<file path="config.mk">
export PLATFORM = sky130hd
export DESIGN_NAME = button_debounce_press_classifier_core
export DESIGN_NICKNAME = d
export VERILOG_FILES = /design/src/rtl/core/bdpc_pkg.sv /design/src/rtl/core/bdpc_eval.sv /design/src/rtl/core/button_debounce_press_classifier_core.sv
export SDC_FILE = /design/constraint.sdc
export NUM_CORES = 1
export LEC_CHECK = 0
export BUFFER_PORTS_ARGS = -buffer_cell sky130_fd_sc_hd__buf_2
export CAP_MARGIN = 10
export CORE_MARGIN = 4
export CORE_UTILIZATION = 45
export CTS_CLUSTER_DIAMETER = 120
export CTS_CLUSTER_SIZE = 40
export DETAILED_ROUTE_END_ITERATION = 6
export PLACE_DENSITY = 0.59
export SYNTH_ARGS = -nofsm -noshare
export SYNTH_HDL_FRONTEND = slang
export SYNTH_SLANG_ARGS = --single-unit
</file>
<file path="constraint.sdc">
create_clock -name aclk -period 7.9 [get_ports aclk]
set_input_delay 0.79 -clock aclk [delete_from_list [all_inputs] [get_ports aclk]]
set_output_delay 0.79 -clock aclk [all_outputs]
set_load 0.02 [all_outputs]
</file>
<file path="src/rtl/core/bdpc_pkg.sv">
// Shared types, constants and register codes for the button debounce and press classifier.
// No dependencies; every other file in rtl/core takes what it needs from here.
`timescale 1ns / 1ps

package bdpc_pkg;

    localparam int TIME_BITS   = 32;
    localparam int PIN_BITS    = 6;
    localparam int TICK_BITS   = 16;
    localparam int KIND_BITS   = 2;
    localparam int ADDR_BITS   = 5;
    localparam int REG_BITS    = 3;

    // Register indexes on the configuration port (byte address is four times the index).
    typedef enum logic [REG_BITS-1:0] {
        REG_BUTTON0_PIN  = 3'd0,
        REG_BUTTON1_PIN  = 3'd1,
        REG_COMMAND0_PIN = 3'd2,
        REG_COMMAND1_PIN = 3'd3,
        REG_DEBOUNCE     = 3'd4,
        REG_LONG_PRESS   = 3'd5,
        REG_SETTLE       = 3'd6
    } reg_index_t;

    typedef enum logic [KIND_BITS-1:0] {
        KIND_UNKNOWN  = 2'd0,
        KIND_FILTERED = 2'd1,
        KIND_BUTTON   = 2'd2,
        KIND_COMMAND  = 2'd3
    } event_kind_t;

    localparam logic [PIN_BITS-1:0]  BUTTON0_PIN_RST  = 6'd0;
    localparam logic [PIN_BITS-1:0]  BUTTON1_PIN_RST  = 6'd1;
    localparam logic [PIN_BITS-1:0]  COMMAND0_PIN_RST = 6'd2;
    localparam logic [PIN_BITS-1:0]  COMMAND1_PIN_RST = 6'd3;
    localparam logic [TICK_BITS-1:0] DEBOUNCE_RST     = 16'd30;
    localparam logic [TICK_BITS-1:0] LONG_PRESS_RST   = 16'd1000;
    localparam logic [TICK_BITS-1:0] SETTLE_RST       = 16'd100;

    typedef struct packed {
        logic [PIN_BITS-1:0]  button0_pin;
        logic [PIN_BITS-1:0]  button1_pin;
        logic [PIN_BITS-1:0]  command0_pin;
        logic [PIN_BITS-1:0]  command1_pin;
        logic [TICK_BITS-1:0] debounce_ticks;
        logic [TICK_BITS-1:0] long_press_ticks;
        logic [TICK_BITS-1:0] settle_ticks;
    } cfg_t;

    typedef struct packed {
        logic [PIN_BITS-1:0]  pin_number;
        logic                 pin_level;
        logic [TIME_BITS-1:0] edge_time;
    } item_t;

    typedef struct packed {
        event_kind_t event_kind;
        logic        toggle_light;
        logic        light_index;
        logic        arm_reset;
        logic        cancel_reset;
    } result_t;

    typedef struct packed {
        logic [1:0]                held;
        logic [1:0][TIME_BITS-1:0] last_accept_time;
        logic [1:0][TIME_BITS-1:0] press_start_time;
        logic [1:0]                combo_member;
        logic [1:0][TIME_BITS-1:0] command_last_time;
        logic                      combo_active;
    } state_t;

endpackage

</file>
<file path="src/rtl/core/bdpc_eval.sv">
// Combinational classification of one edge event against the current pin state.
// Depends on bdpc_pkg for the item, result, state and configuration types.
`timescale 1ns / 1ps

module bdpc_eval (
    input  bdpc_pkg::cfg_t    cfg,
    input  bdpc_pkg::item_t   item,
    input  bdpc_pkg::state_t  state,
    output bdpc_pkg::result_t result,
    output bdpc_pkg::state_t  state_next
);

    logic                           cmd_hit;
    logic                           cmd_idx;
    logic                           btn_hit;
    logic                           btn_idx;
    logic                           pressed;
    logic [bdpc_pkg::TIME_BITS-1:0] cmd_gap;
    logic [bdpc_pkg::TIME_BITS-1:0] btn_gap;
    logic [bdpc_pkg::TIME_BITS-1:0] press_len;

    always_comb begin
        cmd_hit = (item.pin_number == cfg.command0_pin) ||
                  (item.pin_number == cfg.command1_pin);
        cmd_idx = (item.pin_number != cfg.command0_pin);
        btn_hit = (item.pin_number == cfg.button0_pin) ||
                  (item.pin_number == cfg.button1_pin);
        btn_idx = (item.pin_number != cfg.button0_pin);
        pressed = ~item.pin_level;

        // Differences wrap modulo the timestamp width.
        cmd_gap   = item.edge_time - state.command_last_time[cmd_idx];
        btn_gap   = item.edge_time - state.last_accept_time[btn_idx];
        press_len = item.edge_time - state.press_start_time[btn_idx];

        result            = '0;
        result.event_kind = bdpc_pkg::KIND_UNKNOWN;
        state_next        = state;

        if (cmd_hit) begin
            result.event_kind = bdpc_pkg::KIND_COMMAND;
            if (cmd_gap >= bdpc_pkg::TIME_BITS'(cfg.settle_ticks)) begin
                result.toggle_light = 1'b1;
                result.light_index  = cmd_idx;
            end
            state_next.command_last_time[cmd_idx] = item.edge_time;
        end else if (btn_hit) begin
            if ((pressed == state.held[btn_idx]) ||
                (btn_gap < bdpc_pkg::TIME_BITS'(cfg.debounce_ticks))) begin
                result.event_kind = bdpc_pkg::KIND_FILTERED;
            end else begin
                result.event_kind                   = bdpc_pkg::KIND_BUTTON;
                state_next.held[btn_idx]             = pressed;
                state_next.last_accept_time[btn_idx] = item.edge_time;
                if (pressed) begin
                    state_next.press_start_time[btn_idx] = item.edge_time;
                    // The other button already held means both are down now.
                    if (state.held[~btn_idx]) begin
                        state_next.combo_active = 1'b1;
                        state_next.combo_member = 2'b11;
                        result.arm_reset        = 1'b1;
                    end
                end else begin
                    if (state.combo_active) begin
                        state_next.combo_active = 1'b0;
                        result.cancel_reset     = 1'b1;
                    end
                    state_next.combo_member[btn_idx] = 1'b0;
                    if (!state.combo_member[btn_idx] &&
                        (press_len < bdpc_pkg::TIME_BITS'(cfg.long_press_ticks))) begin
                        result.toggle_light = 1'b1;
                        result.light_index  = btn_idx;
                    end
                end
            end
        end
    end

endmodule

</file>
<file path="src/rtl/core/button_debounce_press_classifier_core.sv">
// Top level of the button debounce and press classifier: stream channels, APB registers,
// input and result registers. Depends on bdpc_pkg and bdpc_eval.
`timescale 1ns / 1ps

// Usage
// The slave channel takes one edge event per word: pin number, sampled level (0 means
// pressed) and a 32-bit tick timestamp. The master channel returns exactly one result word
// per event: the event kind on m_tuser and the toggle, light index, arm and cancel flags on
// m_tdata. Results come out in input order.
// Each accepted word is held in the input register, where it is classified against the pin
// state, and its result moves to the result register, from which it is offered, when that
// register is free or draining. Throughput is one word per cycle while the receiver does not
// stall; the state update of one event is written in the same cycle as its result, so the
// next event sees it without a bubble.
// When the receiver stalls, the result register holds its word and the input register
// still takes one more word; s_tready falls only while both are full.
// The APB port sets the pin assignments and the tick thresholds; write it only while no
// event is in flight. pready is always high and reads return the register value.
// Reset (aresetn low, synchronous) empties both registers, clears all press, combination
// and timing state to zero and loads the default pin numbers and thresholds.

module button_debounce_press_classifier_core (
    input  logic        aclk,
    input  logic        aresetn,
    // Slave stream: [5:0] pin_number, [6] pin_level, [38:7] edge_time, [39] zero.
    input  logic        s_tvalid,
    output logic        s_tready,
    input  logic [39:0] s_tdata,
    // Master stream: [0] toggle_light, [1] light_index, [2] arm_reset, [3] cancel_reset,
    // [7:4] zero.
    output logic        m_tvalid,
    input  logic        m_tready,
    output logic [7:0]  m_tdata,
    // Master stream: [1:0] event_kind.
    output logic [1:0]  m_tuser,
    input  logic        psel,
    input  logic        penable,
    input  logic        pwrite,
    input  logic [bdpc_pkg::ADDR_BITS-1:0] paddr,
    input  logic [31:0] pwdata,
    output logic [31:0] prdata,
    output logic        pready
);

    bdpc_pkg::cfg_t     cfg_reg;
    bdpc_pkg::cfg_t     cfg_next;
    bdpc_pkg::state_t   state_reg;
    bdpc_pkg::state_t   state_next;
    bdpc_pkg::item_t    item_reg;
    bdpc_pkg::item_t    item_next;
    bdpc_pkg::result_t  result_reg;
    bdpc_pkg::result_t  result_next;
    logic               in_valid_reg;
    logic               in_valid_next;
    logic               out_valid_reg;
    logic               out_valid_next;
    logic               advance;
    logic               cfg_write;
    bdpc_pkg::reg_index_t reg_sel;

    assign pready    = 1'b1;
    assign reg_sel   = bdpc_pkg::reg_index_t'(paddr[4:2]);
    assign cfg_write = psel && penable && pwrite;

    always_comb begin
        cfg_next = cfg_reg;
        if (cfg_write) begin
            unique case (reg_sel)
                bdpc_pkg::REG_BUTTON0_PIN:  cfg_next.button0_pin      = pwdata[5:0];
                bdpc_pkg::REG_BUTTON1_PIN:  cfg_next.button1_pin      = pwdata[5:0];
                bdpc_pkg::REG_COMMAND0_PIN: cfg_next.command0_pin     = pwdata[5:0];
                bdpc_pkg::REG_COMMAND1_PIN: cfg_next.command1_pin     = pwdata[5:0];
                bdpc_pkg::REG_DEBOUNCE:     cfg_next.debounce_ticks   = pwdata[15:0];
                bdpc_pkg::REG_LONG_PRESS:   cfg_next.long_press_ticks = pwdata[15:0];
                bdpc_pkg::REG_SETTLE:       cfg_next.settle_ticks     = pwdata[15:0];
                default:                    cfg_next = cfg_reg;
            endcase
        end
    end

    always_comb begin
        unique case (reg_sel)
            bdpc_pkg::REG_BUTTON0_PIN:  prdata = {26'd0, cfg_reg.button0_pin};
            bdpc_pkg::REG_BUTTON1_PIN:  prdata = {26'd0, cfg_reg.button1_pin};
            bdpc_pkg::REG_COMMAND0_PIN: prdata = {26'd0, cfg_reg.command0_pin};
            bdpc_pkg::REG_COMMAND1_PIN: prdata = {26'd0, cfg_reg.command1_pin};
            bdpc_pkg::REG_DEBOUNCE:     prdata = {16'd0, cfg_reg.debounce_ticks};
            bdpc_pkg::REG_LONG_PRESS:   prdata = {16'd0, cfg_reg.long_press_ticks};
            bdpc_pkg::REG_SETTLE:       prdata = {16'd0, cfg_reg.settle_ticks};
            default:                    prdata = 32'd0;
        endcase
    end

    bdpc_eval u_eval (
        .cfg        (cfg_reg),
        .item       (item_reg),
        .state      (state_reg),
        .result     (result_next),
        .state_next (state_next)
    );

    // The held word moves to the result register when that register is free or draining.
    assign advance  = in_valid_reg && (!out_valid_reg || m_tready);
    assign s_tready = !in_valid_reg || advance;

    always_comb begin
        in_valid_next  = in_valid_reg;
        out_valid_next = out_valid_reg;
        item_next      = item_reg;
        if (m_tvalid && m_tready) begin
            out_valid_next = 1'b0;
        end
        if (advance) begin
            out_valid_next = 1'b1;
            in_valid_next  = 1'b0;
        end
        if (s_tvalid && s_tready) begin
            in_valid_next        = 1'b1;
            item_next.pin_number = s_tdata[5:0];
            item_next.pin_level  = s_tdata[6];
            item_next.edge_time  = s_tdata[38:7];
        end
    end

    always_ff @(posedge aclk) begin
        if (!aresetn) begin
            in_valid_reg              <= 1'b0;
            out_valid_reg             <= 1'b0;
            state_reg                 <= '0;
            cfg_reg.button0_pin       <= bdpc_pkg::BUTTON0_PIN_RST;
            cfg_reg.button1_pin       <= bdpc_pkg::BUTTON1_PIN_RST;
            cfg_reg.command0_pin      <= bdpc_pkg::COMMAND0_PIN_RST;
            cfg_reg.command1_pin      <= bdpc_pkg::COMMAND1_PIN_RST;
            cfg_reg.debounce_ticks    <= bdpc_pkg::DEBOUNCE_RST;
            cfg_reg.long_press_ticks  <= bdpc_pkg::LONG_PRESS_RST;
            cfg_reg.settle_ticks      <= bdpc_pkg::SETTLE_RST;
        end else begin
            in_valid_reg  <= in_valid_next;
            out_valid_reg <= out_valid_next;
            cfg_reg       <= cfg_next;
            if (advance) begin
                state_reg <= state_next;
            end
        end
    end

    always_ff @(posedge aclk) begin
        item_reg <= item_next;
        if (advance) begin
            result_reg <= result_next;
        end
    end

    assign m_tvalid = out_valid_reg;
    assign m_tuser  = result_reg.event_kind;
    assign m_tdata  = {4'd0, result_reg.cancel_reset, result_reg.arm_reset,
                       result_reg.light_index, result_reg.toggle_light};

    // An armed combination needs both buttons down; any release disarms it.
    a_combo_needs_held: assert property (@(posedge aclk) disable iff (!aresetn)
        state_reg.combo_active |-> (state_reg.held == 2'b11))
        else $error("combination active without both buttons held");

    a_combo_members: assert property (@(posedge aclk) disable iff (!aresetn)
        state_reg.combo_active |-> (state_reg.combo_member == 2'b11))
        else $error("combination active without both members marked");

    a_arm_cancel_excl: assert property (@(posedge aclk) disable iff (!aresetn)
        m_tvalid |-> !(result_reg.arm_reset && result_reg.cancel_reset))
        else $error("arm and cancel in the same result word");

    a_flags_need_accept: assert property (@(posedge aclk) disable iff (!aresetn)
        (m_tvalid && (result_reg.event_kind == bdpc_pkg::KIND_UNKNOWN ||
                      result_reg.event_kind == bdpc_pkg::KIND_FILTERED))
        |-> (m_tdata == 8'd0))
        else $error("flags set on an ignored or filtered edge");

    a_advance_fills_out: assert property (@(posedge aclk) disable iff (!aresetn)
        advance |=> m_tvalid)
        else $error("classified word did not reach the result register");

endmodule

</file>
; ---- Word level (Yosys, flattened, before mapping)
; Index checks and enable logic that the tools add are counted.
[word_totals]
inputBits = 84
regBits = 316
word_cells = 132
latchBits = 0
mem_bits_rw = 0
output_inout_bits = 45
mem_bits_ro = 0
n_memories = 0
[op_classes]
n_shift = 0
bitwise = 7
add_sub_neg = 3
order_cmp = 8
multipliers = 0
mux = 42
reduce_logical = 33
div_mod_pow = 0
n_eq_ne = 13
[op_table]
columns = cell, count
row1 = 2-to-1 mux 32 bit, 8
row2 = bitwise mux 64 bit, 3
row3 = case mux 16 bit (7 select lines), 1
row4 = subtractor 32 bit, 3
row5 = demux 32 bit (select 1 bit), 2
row6 = less-than comparator 32 x 16 -> 1 bit, 2
row7 = >= comparator 32 x 16 -> 1 bit, 1
row8 = == test 6 bit, 4
row9 = 2-to-1 mux 1 bit, 17
row10 = AND reduction 2 bit, 8
row11 = 2-to-1 mux 2 bit, 7
row12 = inequality test 6 bit, 2
row13 = AND reduction 5 bit, 2
row14 = "== test 3 bit, second input constant", 3
row15 = logical AND 1 bit, 8
row16 = OR reduction 4 bit, 2
row17 = "== test 3 x 2 -> 1 bit, second input constant", 2
row18 = "less-than comparator 1 x 2 -> 1 bit, second input constant", 3
row19 = 2-to-1 mux 6 bit, 1
row20 = nonzero test 2 bit, 3
row21 = logical OR 1 bit, 5
row22 = inverter 1 bit, 5
row23 = 2-to-1 mux 4 bit, 1
row24 = AND reduction 4 bit, 1
row25 = 9 further kinds, 12

; ---- Depth between registers and ports, before layout
[depth]
depth_word = 11
depth_mapped = 30
mapped_depth_nobuf = 26

; ---- By module
; A second synthesis with hierarchy kept.
[hier_totals]
hier_cells = 2711
hier_area_um2 = 23074.6
[modules_own_cells]
columns = module, instances, seq_area_each_um2, cells_each, area_per_inst_um2
row1 = button_debounce_press_classifier_core, 1, 6776.5, 1323, 12304.3
row2 = bdpc_eval, 1, 0.0, 1388, 10770.3

; ---- Worst setup path after synthesis
; No wires, ideal clock.
[synth_path]
path_type = register to register
start = reg item_reg[37] in the netlist's numbering
end = reg state_reg[134] in the netlist's numbering
path_stages_with_launch = 28
required_ps = 7772
path_slack_ps = 1840
setup_ps = 128
n_path_buf = 3
arrival_time_ps = 5932
period_less_slack_ps = 6060
path_cell_list = edfxtp_1 > buf_2 > xnor2_1 > nand4_1 > nor2_1 > clkbuf_1 > mux2i_1 > ha_1 > a21o_1 > a31oi_1 > nand2_1 > a21oi_1 > o21bai_1 > a21oi_1 > o21bai_1 > xnor2_1 > ha_1 > a21o_1 > a21o_1 > a211o_1 > a222oi_1 > nand4_1 > nor4_2 > nand4_2 > o31ai_4 > buf_8 > mux2i_1 > nor2_1
[synth_via]
elab_chain_cells = 8
word_cells_on_any_way = 24
cone_classes = add/sub (1) / order compare (3) / eq/ne (6) / mux (7) / bitwise (2) / reduce/logical (5)
[synth_lines]
columns = item, line_no
row1 = from (decl), button_debounce_press_classifier_core.sv:49  ; bdpc_pkg::item_t item_reg;
row2 = from (signal assigned), button_debounce_press_classifier_core.sv:148  ; item_reg <= item_next;
row3 = inequality test 6 bit, bdpc_eval.sv:28  ; btn_idx = (item.pin_number != cfg.button0_pin);
row4 = 2-to-1 mux 32 bit (implied by the code) (2 in a row), bdpc_eval.sv:33  ; btn_gap = item.edge_time - state.last_accept_time[btn_idx];
row5 = subtractor 32 bit, bdpc_eval.sv:33
row6 = less-than comparator 32 x 16 -> 1 bit, bdpc_eval.sv:49  ; (btn_gap < bdpc_pkg::TIME_BITS'(cfg.debounce_ticks))) begin
row7 = logical OR 1 bit, bdpc_eval.sv:48  ; if ((pressed == state.held[btn_idx]) ||
row8 = inverter 1 bit (no line), --
row9 = AND reduction 4 bit (no line), --
row10 = to (signal assigned), button_debounce_press_classifier_core.sv:142  ; state_reg <= state_next;
row11 = to (decl), button_debounce_press_classifier_core.sv:47  ; bdpc_pkg::state_t state_reg;
; Several ways; a longest one is shown, not always the timed one. The select of a mux whose other input is x is not followed.
; A chain may end at the register's enable or synchronous reset.

==> results.md <==
- The flow ran to the end, and the final reports show no timing, DRC or antenna violations.
- For this run, design rule violations remaining after detail routing come to 0.
- For the pin with the worst max-slew slack, the measured transition is 1.25 ns.
- The max-slew violation total from the final report is 0.
- The ratio of total power to cell area is 148 nW/um2.
- Yosys attributes the largest share of cell area to sky130_fd_sc_hd__dfxtp_1 (27%), sky130_fd_sc_hd__mux2i_1 (12%), sky130_fd_sc_hd__ha_1 (8.6%).
- The post-detailed-route via-to-cell ratio is 5.81.
- The clock slew at the register clock pins of the worst setup and hold paths is 0.15 ns.
- The number of hold buffers added after CTS was 0.
- The net count of the finished layout is 2643.
- The total number of clock tree sinks is 316.
- The clock tree root driver cell is sky130_fd_sc_hd__clkbuf_16.
- During placement, the flow inserted port buffers numbering 88.
- Detailed routing inserted a total of 17529 vias.
- The cell with the largest stage delay on the worst path is sky130_fd_sc_hd__a221oi_1.
- The share of the cycle needed by the critical path after routing is 90.6%.
- The register with the most flip-flops in the layout has 197 of them.
- The worst hold path belongs to the class in -> reg.
- The count of fill cells added during filler insertion is 4294.
- The final antenna diode count is 0.
- The setup slack on the worst flop-to-flop path is 0.74 ns.
- The overall die height is 220 um.
- The aggregate global-route resource usage is 23.6%.
- Cells fill 48.5% of the core in the end.
- The floorplan has 77 rows.
- In the global route stage, met3 resource usage came out at 2.69%.
- The origin of the critical flop-to-flop path is item_reg[37].
- The hold violation total from the final report is 0.
- The share of layout cells above drive strength 1 is 7.63%.
- The number of flops mapped to enable cells by yosys is 45.
- The clock arrives with 0.0468 ns of skew.
- In this run the remaining antenna-violating nets after routing total 0.
- The area growth from synthesis to layout is 6.09%.
- Of all cell types, the one taking the most synthesized area is sky130_fd_sc_hd__dfxtp_1.
- The first-iteration detailed-routing DRC count is 1257.
- For this run, the leading register cell type out of synthesis is sky130_fd_sc_hd__dfxtp_1.
- For this run, global-route usage on met2 was measured as 37.5%.
- After synthesis the cells add up to 20300 um2.
- The standby leakage power is 8.05 nW.
- The worst setup path is launched from a register.
- sky130_fd_sc_hd__nand2_1 is the most common cell in the netlist.
- The destination of the worst register-to-register timing path is m_tdata[1].
- For this design the top-level I/O count stands at 129.
- At the end of routability-driven placement, the weighted congestion stood at 0.942.
- The final layout contains routed wiring with a total length of 59.6 mm.
- The timing startpoint of the critical path is item_reg[37].
- The wire-length estimate of the detail-placed layout is 45.4 mm.
- In this design, the critical path's most frequently occurring cell is sky130_fd_sc_hd__nor4_1.
- IR analysis of the VDD net gives a maximum drop of 0.130 mV.
- The area fraction of the dominant cell type after synthesis is 26.7%.
- In this run, synthesis produced a sequential element count of 316.
- By count the netlist is led by sky130_fd_sc_hd__nand2_1 (438), sky130_fd_sc_hd__dfxtp_1 (271), sky130_fd_sc_hd__a21oi_1 (245), sky130_fd_sc_hd__mux2i_1 (236), sky130_fd_sc_hd__nor2_1 (154).
- The core area is 44400 um2.
- The post-layout minimum cycle time is 7.16 ns.
- At the later pin of the worst-skew pair, clock insertion delay measures 0.54 ns.
- The number of buffers inserted by post-CTS setup repair is 0.
- met2 is the most crowded layer.
- For this run the aggregate overflow at the end of global routing stands at 0.
- The number of global-route vias before repair is 16144.
- Derived from the worst setup path, the maximum achievable clock frequency is 140 MHz.
- The die is 220 um wide.
- At the worst endpoint, the required time is 8.25 ns.
- In this run, distinct cell masters in the synthesized netlist total 95.
- The number of gates given a new drive strength after cts is 0.
- TritonCTS built the clock tree.
- For the worst setup path, the data arrival time is 7.51 ns.
- The cell count of the worst reg-to-reg path is 26.
- Summing the sequential cell areas from Yosys gives 33.4% of the chip area.
- The routed wirelength normalized by instance count is 19.8 um.
- The worst setup path endpoint is m_tdata[1].
- In this run the deepest clock path goes through 3 buffers.
- Counting the buffers created by CTS gives 13.
- After synthesis, the share of flip-flops with an asynchronous set or reset is 0%.
- The effective utilization at floorplan is 45.7%.
- The total number of yosys warnings is 0.
- The worst setup path is captured at a register.
- In this run the number of H-tree levels came out at 1.
- The pin count of the biggest net entering global routing is 104.
- The tool flagged a number of max-cap violations equal to 0.
- The number of antenna violations at the first check in global routing came to 0.
- The final total power is 3.19 mW.
- The number of standard cells after synthesis is 2421.
- The largest fanout on the critical path is 30.
- The path type of the worst setup path is reg -> reg.
- The first global-routing pass estimated 92.0 mm of wire.
- The die covers 48600 um2.
- For this run, the detailed router's first-pass iteration total came to 7.
- The stage delay of the slowest cell on the critical path is 0.58 ns.
- For this run, global-route usage on met1 was measured as 35.7%.
- In this run the tightest slew margin relative to its limit is 14.9%.
- Adding up every negative setup slack in the final design gives 0 ns.
- Dividing the synthesized area by the synthesized cell count gives 8.38 um2.
- Setup repair after global routing left no endpoint under its margin.
- The total of endpoints with negative setup slack in the final report is 0.
cell usage in the layout (no fill, tap or decap), types with 25 or more instances in the layout:
cell	count
sky130_fd_sc_hd__nand2_1	437
sky130_fd_sc_hd__dfxtp_1	271
sky130_fd_sc_hd__a21oi_1	245
sky130_fd_sc_hd__mux2i_1	236
sky130_fd_sc_hd__nor2_1	151
sky130_fd_sc_hd__ha_1	139
sky130_fd_sc_hd__inv_1	89
sky130_fd_sc_hd__buf_2	87
sky130_fd_sc_hd__o21ai_0	66
sky130_fd_sc_hd__xnor2_1	57
sky130_fd_sc_hd__edfxtp_1	45
sky130_fd_sc_hd__nand3_1	41
sky130_fd_sc_hd__a21o_1	34
sky130_fd_sc_hd__nand4_1	30
sky130_fd_sc_hd__o21a_1	27
sky130_fd_sc_hd__nor3_1	26
sky130_fd_sc_hd__nor2b_1	25
metrics by stage:
stage,setup slack (ns),hold WS (ns),std cells,area (um2)
final,0.740,0.407,3016,21500
after floorplan,1.84,0.431,2440,20400
after global routing,0.176,0.382,3016,21500
after global placement,0.826,0.437,2993,21000
after detailed placement,0.617,0.443,2993,21000
after CTS,0.563,0.386,3015,21500
worst min-delay path by stage:
stage | from | end | slack [ns] | cells after the start
6_report | s_tdata[21] | item_reg[14] | 0.41 | 1
5_1_grt | s_tdata[20] | item_reg[13] | 0.38 | 1
4_1_cts | s_tdata[21] | item_reg[14] | 0.39 | 1
3_5_place_dp | state_reg[81] | state_reg[81] | 0.44 | 2
3_3_place_gp | state_reg[84] | state_reg[84] | 0.44 | 2
2_1_floorplan | state_reg[130] | state_reg[130] | 0.43 | 2
layer usage:
metal / routed length, um / vias to the layer above
met2: 26400 / 489
met5: 0 / -
li1: - / 8569
met3: 3500 / 38
met1: 29100 / 8433
met4: 590 / 0
power breakdown:
part           switching (mW)  internal [mW]  total, mW  leakage, nW
combinational           0.333          0.195      0.528         5.20
clock                   0.579          0.390      0.969        0.232
sequential             0.0439           1.65       1.69         2.62
total                   0.955           2.24       3.19         8.05
logic make-up (layout without fill, tap and decap cells):
group,count (synthesis),in the layout,share of synthesized area [%]
multiplexers,247,247,12.4
XOR/XNOR,77,77,3.32
AND/OR/NAND/NOR,837,837,18.8
adder cells (fa/ha/maj),142,142,8.87
buffers and inverters,235,219,5.17
flip-flops,316,316,33.4
AO/OA/AOI/OAI,565,565,18.0
other,2,21,0.0370
final cells by class:
type / count / area [um2] / share of cell area (%)
Tap cell: 592 / 741 / 3.44
Inverter: 90 / 343 / 1.59
Timing Repair Buffer: 107 / 589 / 2.74
Multi-Input combinational cell: 1889 / 12600 / 58.5
Clock buffer: 16 / 358 / 1.66
Clock inverter: 6 / 125 / 0.581
Sequential cell: 316 / 6780 / 31.5
worst max-delay path, delay by kind of cell (launching register included):
| kind | cells | cell delay, ns |
|---|---|---|
| simple gates | 10 | 2.31 |
| flops | 1 | 0.57 |
| buf+inv | 2 | 0.50 |
| fa+ha+maj | 3 | 0.75 |
| xor+xnor | 2 | 0.38 |
| compound gates | 9 | 2.45 |
(Power assumes the default switching activity.)
